## src/hw/rtl/nhm_pkg.sv

```systemverilog
// shared types and constants of the heat map colorizer
// no dependencies; used by every other rtl file
`default_nettype none

package nhm_pkg;

  localparam int FRAC_BITS = 16;
  localparam int DATA_W    = 32;
  localparam int LEVEL_W   = 8;
  localparam int NUM_STOPS = 5;
  localparam int LEVEL_MAX = 255;

  // register indexes
  typedef enum logic {
    REG_RANGE_LOW  = 1'b0,
    REG_RANGE_HIGH = 1'b1
  } reg_idx_t;

  // how a sample is colored once it is normalized
  typedef enum logic [1:0] {
    PIX_BLUE,
    PIX_RED,
    PIX_RAMP
  } pix_class_t;

  typedef struct packed {
    logic       valid;
    pix_class_t cls;
  } pix_ctl_t;

  // color stops, bits {red, green, blue}: blue, cyan, green, yellow, red
  localparam logic [2:0] STOP_RGB [NUM_STOPS] = '{
    3'b001, 3'b011, 3'b010, 3'b110, 3'b100
  };

endpackage

`default_nettype wire

```

## src/hw/rtl/nhm_sample_if.sv

```systemverilog
// input channel of the colorizer: one signed q16.16 sample per beat
// depends on nhm_pkg
`default_nettype none

interface nhm_sample_if;
  logic                             valid;
  logic                             ready;
  logic signed [nhm_pkg::DATA_W-1:0] sample_value;

  modport source (output valid, output sample_value, input ready);
  modport sink   (input valid, input sample_value, output ready);
endinterface

`default_nettype wire

```

## src/hw/rtl/nhm_color_if.sv

```systemverilog
// output channel of the colorizer: one 8-bit rgb color per beat
// depends on nhm_pkg
`default_nettype none

interface nhm_color_if;
  logic                        valid;
  logic                        ready;
  logic [nhm_pkg::LEVEL_W-1:0] red_level;
  logic [nhm_pkg::LEVEL_W-1:0] green_level;
  logic [nhm_pkg::LEVEL_W-1:0] blue_level;

  modport source (output valid, output red_level, output green_level, output blue_level,
                  input ready);
  modport sink   (input valid, input red_level, input green_level, input blue_level,
                  output ready);
endinterface

`default_nettype wire

```

## src/hw/rtl/nhm_front.sv

```systemverilog
// front stages: offset and span against the range, sign fold and clamp decision
// depends on nhm_pkg
`default_nettype none

module nhm_front (
  input  wire logic                              clk,
  input  wire logic                              rst,
  input  wire logic                              adv,
  input  wire logic                              in_valid,
  input  wire logic signed [nhm_pkg::DATA_W-1:0] sample_value,
  input  wire logic signed [nhm_pkg::DATA_W-1:0] range_low,
  input  wire logic signed [nhm_pkg::DATA_W-1:0] range_high,
  output nhm_pkg::pix_ctl_t                      out_ctl,
  output logic             [nhm_pkg::DATA_W-1:0] out_num,
  output logic             [nhm_pkg::DATA_W-1:0] out_den
);

  localparam int W = nhm_pkg::DATA_W;

  // stage 1: exact differences
  logic              valid1;
  logic signed [W:0] num1;
  logic signed [W:0] den1;

  // stage 2 combinational
  logic              den_zero;
  logic              den_neg;
  logic signed [W:0] num_abs;
  logic signed [W:0] den_abs;
  nhm_pkg::pix_class_t cls_next;

  always_ff @(posedge clk) begin
    if (rst) begin
      valid1 <= 1'b0;
    end else if (adv) begin
      valid1 <= in_valid;
    end
  end

  always_ff @(posedge clk) begin
    if (adv) begin
      num1 <= (W+1)'(sample_value) - (W+1)'(range_low);
      den1 <= (W+1)'(range_high) - (W+1)'(range_low);
    end
  end

  // a reversed range negates both; the clamp tests are flipped instead of
  // waiting for the negation
  always_comb begin
    den_zero = (den1 == '0);
    den_neg  = den1[W];
    num_abs  = den_neg ? -num1 : num1;
    den_abs  = den_neg ? -den1 : den1;
    priority if (den_zero) begin
      cls_next = (num1 > 0) ? nhm_pkg::PIX_RED : nhm_pkg::PIX_BLUE;
    end else if (!den_neg) begin
      priority if (num1 <= 0)         cls_next = nhm_pkg::PIX_BLUE;
      else if (num1 >= den1)          cls_next = nhm_pkg::PIX_RED;
      else                            cls_next = nhm_pkg::PIX_RAMP;
    end else begin
      priority if (num1 >= 0)         cls_next = nhm_pkg::PIX_BLUE;
      else if (num1 <= den1)          cls_next = nhm_pkg::PIX_RED;
      else                            cls_next = nhm_pkg::PIX_RAMP;
    end
  end

  always_ff @(posedge clk) begin
    if (rst) begin
      out_ctl.valid <= 1'b0;
    end else if (adv) begin
      out_ctl.valid <= valid1;
    end
    if (adv) begin
      out_ctl.cls <= cls_next;
      out_num     <= num_abs[W-1:0];
      out_den     <= den_abs[W-1:0];
    end
  end

endmodule

`default_nettype wire

```

## src/hw/rtl/nhm_divider.sv

```systemverilog
// pipelined restoring divider, one quotient bit per stage
// depends on nhm_pkg; expects num < den for ramp samples
`default_nettype none

module nhm_divider #(
  parameter int FRAC_BITS = nhm_pkg::FRAC_BITS
) (
  input  wire logic                             clk,
  input  wire logic                             rst,
  input  wire logic                             adv,
  input  nhm_pkg::pix_ctl_t                     in_ctl,
  input  wire logic [nhm_pkg::DATA_W-1:0]       in_num,
  input  wire logic [nhm_pkg::DATA_W-1:0]       in_den,
  output nhm_pkg::pix_ctl_t                     out_ctl,
  output logic      [FRAC_BITS-1:0]             out_quo
);

  localparam int W = nhm_pkg::DATA_W;

  logic [W-1:0]         rem      [FRAC_BITS];
  logic [W-1:0]         den      [FRAC_BITS];
  logic [FRAC_BITS-1:0] quo      [FRAC_BITS];
  nhm_pkg::pix_ctl_t    ctl      [FRAC_BITS];

  logic [W-1:0]         rem_next [FRAC_BITS];
  logic [W-1:0]         den_next [FRAC_BITS];
  logic [FRAC_BITS-1:0] quo_next [FRAC_BITS];
  nhm_pkg::pix_ctl_t    ctl_next [FRAC_BITS];

  always_comb begin
    logic [W:0]           shifted;
    logic [W:0]           diff;
    logic [W-1:0]         rem_src;
    logic [FRAC_BITS-1:0] quo_src;
    for (int i = 0; i < FRAC_BITS; i++) begin
      if (i == 0) begin
        rem_src     = in_num;
        quo_src     = '0;
        den_next[i] = in_den;
        ctl_next[i] = in_ctl;
      end else begin
        rem_src     = rem[i-1];
        quo_src     = quo[i-1];
        den_next[i] = den[i-1];
        ctl_next[i] = ctl[i-1];
      end
      shifted = {rem_src, 1'b0};
      diff    = shifted - {1'b0, den_next[i]};
      // no borrow means the doubled remainder reached the divisor
      if (!diff[W]) begin
        rem_next[i] = diff[W-1:0];
        quo_next[i] = {quo_src[FRAC_BITS-2:0], 1'b1};
      end else begin
        rem_next[i] = shifted[W-1:0];
        quo_next[i] = {quo_src[FRAC_BITS-2:0], 1'b0};
      end
    end
  end

  always_ff @(posedge clk) begin
    for (int i = 0; i < FRAC_BITS; i++) begin
      if (rst) begin
        ctl[i].valid <= 1'b0;
      end else if (adv) begin
        ctl[i].valid <= ctl_next[i].valid;
      end
      if (adv) begin
        ctl[i].cls <= ctl_next[i].cls;
        rem[i]     <= rem_next[i];
        den[i]     <= den_next[i];
        quo[i]     <= quo_next[i];
      end
    end
  end

  assign out_ctl = ctl[FRAC_BITS-1];
  assign out_quo = quo[FRAC_BITS-1];

endmodule

`default_nettype wire

```

## src/hw/rtl/nhm_ramp.sv

```systemverilog
// color ramp stages: stop select and blend weight, then scale to 8-bit levels
// depends on nhm_pkg; the last register here is the output register
`default_nettype none

module nhm_ramp #(
  parameter int FRAC_BITS = nhm_pkg::FRAC_BITS
) (
  input  wire logic                        clk,
  input  wire logic                        rst,
  input  wire logic                        adv,
  input  nhm_pkg::pix_ctl_t                in_ctl,
  input  wire logic [FRAC_BITS-1:0]        in_quo,
  output logic                             out_valid,
  output logic      [nhm_pkg::LEVEL_W-1:0] red_level,
  output logic      [nhm_pkg::LEVEL_W-1:0] green_level,
  output logic      [nhm_pkg::LEVEL_W-1:0] blue_level
);

  localparam int CW = FRAC_BITS + 1;
  localparam int PW = FRAC_BITS + 9;
  localparam int LW = nhm_pkg::LEVEL_W;
  localparam logic [CW-1:0] ONE = CW'(1) << FRAC_BITS;

  // stage 1: interpolated components in q1.frac
  logic [1:0]           idx;
  logic [2:0]           idx_hi;
  logic [FRAC_BITS-1:0] frac;
  logic [2:0]           rgb_lo;
  logic [2:0]           rgb_hi;
  logic [CW-1:0]        comp_next [3];

  nhm_pkg::pix_ctl_t    ctl1;
  logic [CW-1:0]        comp      [3];

  // stage 2
  logic [PW-1:0]        prod      [3];
  logic [LW-1:0]        level     [3];
  logic [2:0]           edge_rgb;

  // four times the fraction: top two bits pick the segment
  always_comb begin
    idx    = in_quo[FRAC_BITS-1 -: 2];
    idx_hi = {1'b0, idx} + 3'd1;
    frac   = {in_quo[FRAC_BITS-3:0], 2'b00};
    rgb_lo = nhm_pkg::STOP_RGB[{1'b0, idx}];
    rgb_hi = nhm_pkg::STOP_RGB[idx_hi];
    for (int k = 0; k < 3; k++) begin
      if (rgb_lo[2-k] == rgb_hi[2-k]) begin
        comp_next[k] = rgb_lo[2-k] ? ONE : '0;
      end else if (rgb_hi[2-k]) begin
        comp_next[k] = {1'b0, frac};
      end else begin
        comp_next[k] = ONE - {1'b0, frac};
      end
    end
  end

  always_ff @(posedge clk) begin
    if (rst) begin
      ctl1.valid <= 1'b0;
    end else if (adv) begin
      ctl1.valid <= in_ctl.valid;
    end
    if (adv) begin
      ctl1.cls <= in_ctl.cls;
      for (int k = 0; k < 3; k++) begin
        comp[k] <= comp_next[k];
      end
    end
  end

  always_comb begin
    unique case (ctl1.cls)
      nhm_pkg::PIX_BLUE: edge_rgb = nhm_pkg::STOP_RGB[0];
      nhm_pkg::PIX_RED:  edge_rgb = nhm_pkg::STOP_RGB[nhm_pkg::NUM_STOPS-1];
      default:           edge_rgb = '0;
    endcase
    for (int k = 0; k < 3; k++) begin
      prod[k] = PW'(comp[k]) * PW'(nhm_pkg::LEVEL_MAX);
      if (ctl1.cls == nhm_pkg::PIX_RAMP) begin
        level[k] = prod[k][FRAC_BITS +: LW];
      end else begin
        level[k] = edge_rgb[2-k] ? LW'(nhm_pkg::LEVEL_MAX) : '0;
      end
    end
  end

  always_ff @(posedge clk) begin
    if (rst) begin
      out_valid <= 1'b0;
    end else if (adv) begin
      out_valid <= ctl1.valid;
    end
  end

  always_ff @(posedge clk) begin
    if (adv) begin
      red_level   <= level[0];
      green_level <= level[1];
      blue_level  <= level[2];
    end
  end

endmodule

`default_nettype wire

```

## src/hw/rtl/normalized_heat_map_colorizer_unit.sv

```systemverilog
// Heat map colorizer: maps each signed Q16.16 sample onto a blue-cyan-green-yellow-red
// ramp normalized to the range held in range_low / range_high (APB registers at 0x0
// and 0x4). One sample is accepted every clock unless the output stalls. The depth
// is set by the pipelined divider, which forms the fraction one quotient bit per
// stage, plus two front and two ramp stages. A stall on the output holds the whole
// pipe; the user must change ranges only while it is empty; nothing here enforces it.
// depends on nhm_pkg, nhm_sample_if, nhm_color_if, nhm_front, nhm_divider, nhm_ramp
`default_nettype none

module normalized_heat_map_colorizer_unit #(
  parameter int FRAC_BITS = nhm_pkg::FRAC_BITS
) (
  input  wire logic                         clk,
  input  wire logic                         rst,
  nhm_sample_if.sink                        sample,
  nhm_color_if.source                       color,
  input  wire logic                         psel,
  input  wire logic                         penable,
  input  wire logic                         pwrite,
  input  wire logic [2:0]                   paddr,
  input  wire logic [nhm_pkg::DATA_W-1:0]   pwdata,
  output logic      [nhm_pkg::DATA_W-1:0]   prdata,
  output logic                              pready
);

  localparam int W = nhm_pkg::DATA_W;

  logic signed [W-1:0] range_low;
  logic signed [W-1:0] range_high;
  nhm_pkg::reg_idx_t   reg_sel;

  logic                adv;
  nhm_pkg::pix_ctl_t   front_ctl;
  logic [W-1:0]        front_num;
  logic [W-1:0]        front_den;
  nhm_pkg::pix_ctl_t   div_ctl;
  logic [FRAC_BITS-1:0] div_quo;

  assign pready  = 1'b1;
  assign reg_sel = nhm_pkg::reg_idx_t'(paddr[2]);

  always_ff @(posedge clk) begin
    if (rst) begin
      range_low  <= '0;
      range_high <= W'(65536);
    end else if (psel && penable && pwrite && pready) begin
      unique case (reg_sel)
        nhm_pkg::REG_RANGE_LOW:  range_low  <= pwdata;
        nhm_pkg::REG_RANGE_HIGH: range_high <= pwdata;
      endcase
    end
  end

  always_comb begin
    unique case (reg_sel)
      nhm_pkg::REG_RANGE_LOW:  prdata = range_low;
      nhm_pkg::REG_RANGE_HIGH: prdata = range_high;
    endcase
  end

  // the whole pipe moves unless a finished beat is stuck at the output
  assign adv          = !color.valid || color.ready;
  assign sample.ready = adv;

  nhm_front u_front (
    .clk          (clk),
    .rst          (rst),
    .adv          (adv),
    .in_valid     (sample.valid),
    .sample_value (sample.sample_value),
    .range_low    (range_low),
    .range_high   (range_high),
    .out_ctl      (front_ctl),
    .out_num      (front_num),
    .out_den      (front_den)
  );

  nhm_divider #(
    .FRAC_BITS (FRAC_BITS)
  ) u_divider (
    .clk     (clk),
    .rst     (rst),
    .adv     (adv),
    .in_ctl  (front_ctl),
    .in_num  (front_num),
    .in_den  (front_den),
    .out_ctl (div_ctl),
    .out_quo (div_quo)
  );

  nhm_ramp #(
    .FRAC_BITS (FRAC_BITS)
  ) u_ramp (
    .clk         (clk),
    .rst         (rst),
    .adv         (adv),
    .in_ctl      (div_ctl),
    .in_quo      (div_quo),
    .out_valid   (color.valid),
    .red_level   (color.red_level),
    .green_level (color.green_level),
    .blue_level  (color.blue_level)
  );

endmodule

`default_nettype wire
```

## src/flat_wrapper.sv

```systemverilog
// flat-port wrapper written by rule: the top's interface ports become plain ports
module normalized_heat_map_colorizer_unit_flat 
#(
  parameter int FRAC_BITS = nhm_pkg::FRAC_BITS
)
  (clk, rst, psel, penable, pwrite, paddr, pwdata, prdata, pready, sample_valid, sample_sample_value, sample_ready, color_valid, color_red_level, color_green_level, color_blue_level, color_ready);
  nhm_sample_if sample_i ();
  nhm_color_if color_i ();
  input  wire logic clk;
  input  wire logic rst;
  input  wire logic psel;
  input  wire logic penable;
  input  wire logic pwrite;
  input  wire logic [2:0] paddr;
  input  wire logic [nhm_pkg::DATA_W-1:0] pwdata;
  output logic      [nhm_pkg::DATA_W-1:0] prdata;
  output logic pready;
  input wire logic [$bits(sample_i.valid)-1:0] sample_valid;
  input wire logic [$bits(sample_i.sample_value)-1:0] sample_sample_value;
  output wire logic [$bits(sample_i.ready)-1:0] sample_ready;
  output wire logic [$bits(color_i.valid)-1:0] color_valid;
  output wire logic [$bits(color_i.red_level)-1:0] color_red_level;
  output wire logic [$bits(color_i.green_level)-1:0] color_green_level;
  output wire logic [$bits(color_i.blue_level)-1:0] color_blue_level;
  input wire logic [$bits(color_i.ready)-1:0] color_ready;
  assign sample_i.valid = sample_valid;
  assign sample_i.sample_value = sample_sample_value;
  assign sample_ready = sample_i.ready;
  assign color_valid = color_i.valid;
  assign color_red_level = color_i.red_level;
  assign color_green_level = color_i.green_level;
  assign color_blue_level = color_i.blue_level;
  assign color_i.ready = color_ready;
  normalized_heat_map_colorizer_unit #(.FRAC_BITS(FRAC_BITS)) u_core (.clk(clk), .rst(rst), .sample(sample_i), .color(color_i), .psel(psel), .penable(penable), .pwrite(pwrite), .paddr(paddr), .pwdata(pwdata), .prdata(prdata), .pready(pready));
endmodule
```

## config.mk

```make
export PLATFORM = sky130hd
export DESIGN_NAME = normalized_heat_map_colorizer_unit_flat
export DESIGN_NICKNAME = d
export VERILOG_FILES = /design/src/hw/rtl/nhm_pkg.sv /design/src/hw/rtl/nhm_sample_if.sv /design/src/hw/rtl/nhm_color_if.sv /design/src/hw/rtl/nhm_front.sv /design/src/hw/rtl/nhm_divider.sv /design/src/hw/rtl/nhm_ramp.sv /design/src/hw/rtl/normalized_heat_map_colorizer_unit.sv /design/src/flat_wrapper.sv
export SDC_FILE = /design/constraint.sdc
export NUM_CORES = 2
export LEC_CHECK = 0
export BUFFER_PORTS_ARGS = -buffer_cell sky130_fd_sc_hd__buf_4
export CAP_MARGIN = 20
export CORE_MARGIN = 2
export CORE_UTILIZATION = 34
export CTS_CLUSTER_SIZE = 20
export DETAILED_ROUTE_END_ITERATION = 16
export SETUP_SLACK_MARGIN = 0.3
export SYNTH_ARGS = -nofsm -noshare
export SYNTH_HDL_FRONTEND = slang
export SYNTH_HIERARCHICAL = 1
export SYNTH_SLANG_ARGS = --single-unit
```

## constraint.sdc

```tcl
create_clock -name clk -period 41.1 [get_ports clk]
set_clock_uncertainty 0.2 [all_clocks]
set_input_delay 0 -clock clk [delete_from_list [all_inputs] [get_ports clk]]
set_output_delay 0 -clock clk [all_outputs]
set_load 0.01 [all_outputs]
```

==> results_dict.tcl <==
set metrics [dict create \
    grt_pass1_vias 61200 \
    nets 9210 \
    holdPathEnd "u_core/u_front/num1[0]$_DFFE_PP_" \
    synth.cell_area_mm2 0.0896 \
    drt_iter0_drc 2701 \
    wl_per_cell_um 15.1 \
    ys_ff_latch 1415 \
    core_mm2 0.262 \
    synthArstFlopShare 0 \
    synth.distinct_cells 107 \
    worst_pin_slew_ns 1.11 \
    dp_hpwl_um 135000 \
    regToRegSetupSlack_ns 35.63 \
    synth_top_family_by_area "adder cells" \
    grt_max_degree 194 \
    cp_max_fo 28 \
    ioPinCount 133 \
    route.antenna.remaining_nets 0 \
    cts_num_sinks 1415 \
    worst-r2r-cell-count 12 \
    clk_latency_ns 0.79 \
    synth_mux_area_frac 0.0624 \
    drt_first_pass_iters 8 \
    hold_class "in -> reg" \
    syn_inst 7925 \
    syn_to_final_growth_pct 12.8 \
    cpMaxStageDelayCell "mux2i_1" \
    grt.overflow.total 0 \
    syn_avg_cell_area_um2 11.3 \
    final_common_cell "edfxtp_1" \
    yosys_warnings 6 \
    layout-drive-gt1-share 0.0990 \
    fp.dieArea_mm2 0.268 \
    synth_ff_type "edfxtp_1" \
    timing.fmax_ghz 0.183 \
    row_count 188 \
    worstHoldPathCells 5 \
    vias 58900 \
    cp_cell_sequence "fa_1, a211oi_1, o21bai_1, and4_1, nor4_1, nor3b_1, a21oi_1, o31a_1, mux2i_1, nand2_1, buf_4, mux2_2" \
    die_x_um 517 \
    worstReg2RegStart "u_core/u_divider/rem[0][96]$_SDFFCE_PP0P_" \
    path_clk_slew_ns 0.06 \
    worstPathArrival_ns 5.78 \
    fin_crit_sh 0.133 \
    period_needed_ns 5.47 \
    synth-xor-area-share 0.0568 \
    grt_antenna_before_repair 1 \
    synth_nets 8921 \
    relSlewSlack 0.259 \
    grt_usage 0.133 \
    cts_buffer_depth 3 \
    synth_compound_gate_area_share 0.129 \
    chipHeight_um 517 \
    grt_pass1_wl_um 297000 \
    synth_fa_ha_area_frac 0.146 \
    synth_simple_gate_area_share 0.0879 \
    avgViaCountPerCell 4.97 \
    reg2reg_to "u_core/u_divider/rem[0][135]$_DFFE_PP_" \
    drc 0 \
    rsz0062_at_grt "false" \
    initial_core_util 0.342 \
    fin_tns_setup_ns 0 \
    cts-htree-levels 4 \
    cts_buffers 158 \
    cap_violations 0 \
    gp_congestion 0.938 \
    hold_viol 0 \
    slew_violations 0 \
    critPathRequiredTime_ns 41.40 \
    cpPeakStageDelay_ns 0.77 \
    setup_viol 0 \
    cts-root-buf "clkbuf_16" \
    cts_resized 0 \
    hp-start "sample_sample_value[0]" \
    status "finished clean" \
    path_class "reg -> reg" \
    cts_tree "yes" \
    end_kind "flip-flop" \
    synth_edf_count 1347 \
    layout_common_cells "edfxtp_1, inv_1, ha_1" \
    worstSetupStartpointType "flip-flop" \
    ys_seq_area_frac 0.467 \
    drt-total-wl_um 180000 \
    io_buffers 129 \
]
cells in the mapped netlist, types with 164 or more instances:
library cell,instances,area share
a21o_1,278,0.023
a21oi_1,515,0.029
edfxtp_1,1347,0.45
fa_1,209,0.047
ha_1,713,0.10
inv_1,943,0.040
mux2_2,356,0.045
nand2_1,433,0.018
nand2b_1,164,0.011
nor2_1,344,0.014
o21ai_0,373,0.021
xnor2_1,354,0.035
xor2_1,214,0.021
worst max-delay path: cells and delay by family, from the launching register on:
family                     cells  cell delay, ns
and+or+nand+nor                4            1.46
AOI/OAI and AO/OA              4            1.10
muxes                          2            1.10
adders and majority gates      1            0.50
buffers and inverters          1            0.36
DFF                            1            0.44
through the flow:
step | hold slack, ns | setup slack [ns] | instances | instance area, µm² | utilization
after floorplan | -0.128 | 5.20 | 7925 | 89600 | -
after global placement | 0.0409 | 35.52 | 11400 | 94400 | 0.360
after detailed placement | 0.0572 | 35.47 | 11400 | 94400 | 0.360
after CTS | 0.0153 | 35.43 | 11900 | 101000 | 0.385
after global routing | 0.0834 | 35.08 | 11900 | 101000 | 0.385
final | 0.105 | 35.63 | 11900 | 101000 | 0.385
cells by family (layout without fill, tap and decap cells):
kind of cell / after synthesis / after routing
AND/OR/NAND/NOR: 1577 / 1577
flip-flops: 1415 / 1415
buffers and inverters: 1144 / 1560
adder cells (fa/ha/maj): 922 / 922
multiplexers: 497 / 497
other: 1 / 3
AO/OA/AOI/OAI: 1794 / 1794
XOR/XNOR: 575 / 575
what timing repair did:
| item | 4_1_cts | 5_1_grt |
|---|---|---|
| setup buffers | 0 | 0 |
| hold endpoints to repair | 118 | 0 |
| hold buffers | 166 | 0 |
routing by layer:
| metal | vias to the layer above | track usage | part of all wire | wire (µm) |
|---|---|---|---|---|
| met1 | 28200 | 0.152 | 0.42 | 75300 |
| met2 | 1125 | 0.244 | 0.51 | 91100 |
| li1 | 29200 | - | - | - |
| met4 | 0 | 0.0566 | 0.040 | 7130 |
| met5 | - | 0 | 0 | 0 |
| met3 | 435 | 0.0197 | 0.033 | 6000 |
worst max path at each step:
stage	start	slack [ns]	to
after detailed placement	u_core/u_divider/rem[0][96]$_SDFFCE_PP0P_	35.47	u_core/u_divider/rem[0][135]$_DFFE_PP_
final	u_core/u_divider/rem[0][96]$_SDFFCE_PP0P_	35.63	u_core/u_divider/rem[0][135]$_DFFE_PP_
after floorplan	color_ready	5.20	u_core/u_divider/ctl[0][11]$_DFFE_PP_
after global routing	u_core/u_ramp/out_valid$_SDFFE_PP0P_	35.08	u_core/u_divider/rem[1][215]$_DFFE_PP_
after global placement	u_core/u_divider/rem[0][96]$_SDFFCE_PP0P_	35.52	u_core/u_divider/rem[0][135]$_DFFE_PP_
after CTS	u_core/u_divider/rem[0][96]$_SDFFCE_PP0P_	35.43	u_core/u_divider/rem[0][135]$_DFFE_PP_
cell type report:
| type | count | area, µm² |
|---|---|---|
| diodes | 2 | 5.00 |
| clock buffers | 226 | 4380 |
| inverters | 945 | 3550 |
| well taps | 3515 | 4400 |
| repair buffers | 328 | 3020 |
| fillers | 24700 | 161000 |
| multi-input cells | 5366 | 43400 |
| clock inverters | 61 | 505 |
| flip-flops and latches | 1415 | 41800 |
registers in the layout, indices dropped and copies added (netlist names), 33 cells and up:
signal                cells
u_core/u_divider/den    480
u_core/u_divider/rem    480
u_core/u_divider/quo    136
u_core/u_divider/ctl     48
u_core/u_ramp/comp       45
u_core/u_front/den1      33
u_core/u_front/num1      33
Power is left out: the tool's default activity adds up to more than one toggle a clock period on the data nets, which glitch-free logic cannot reach.
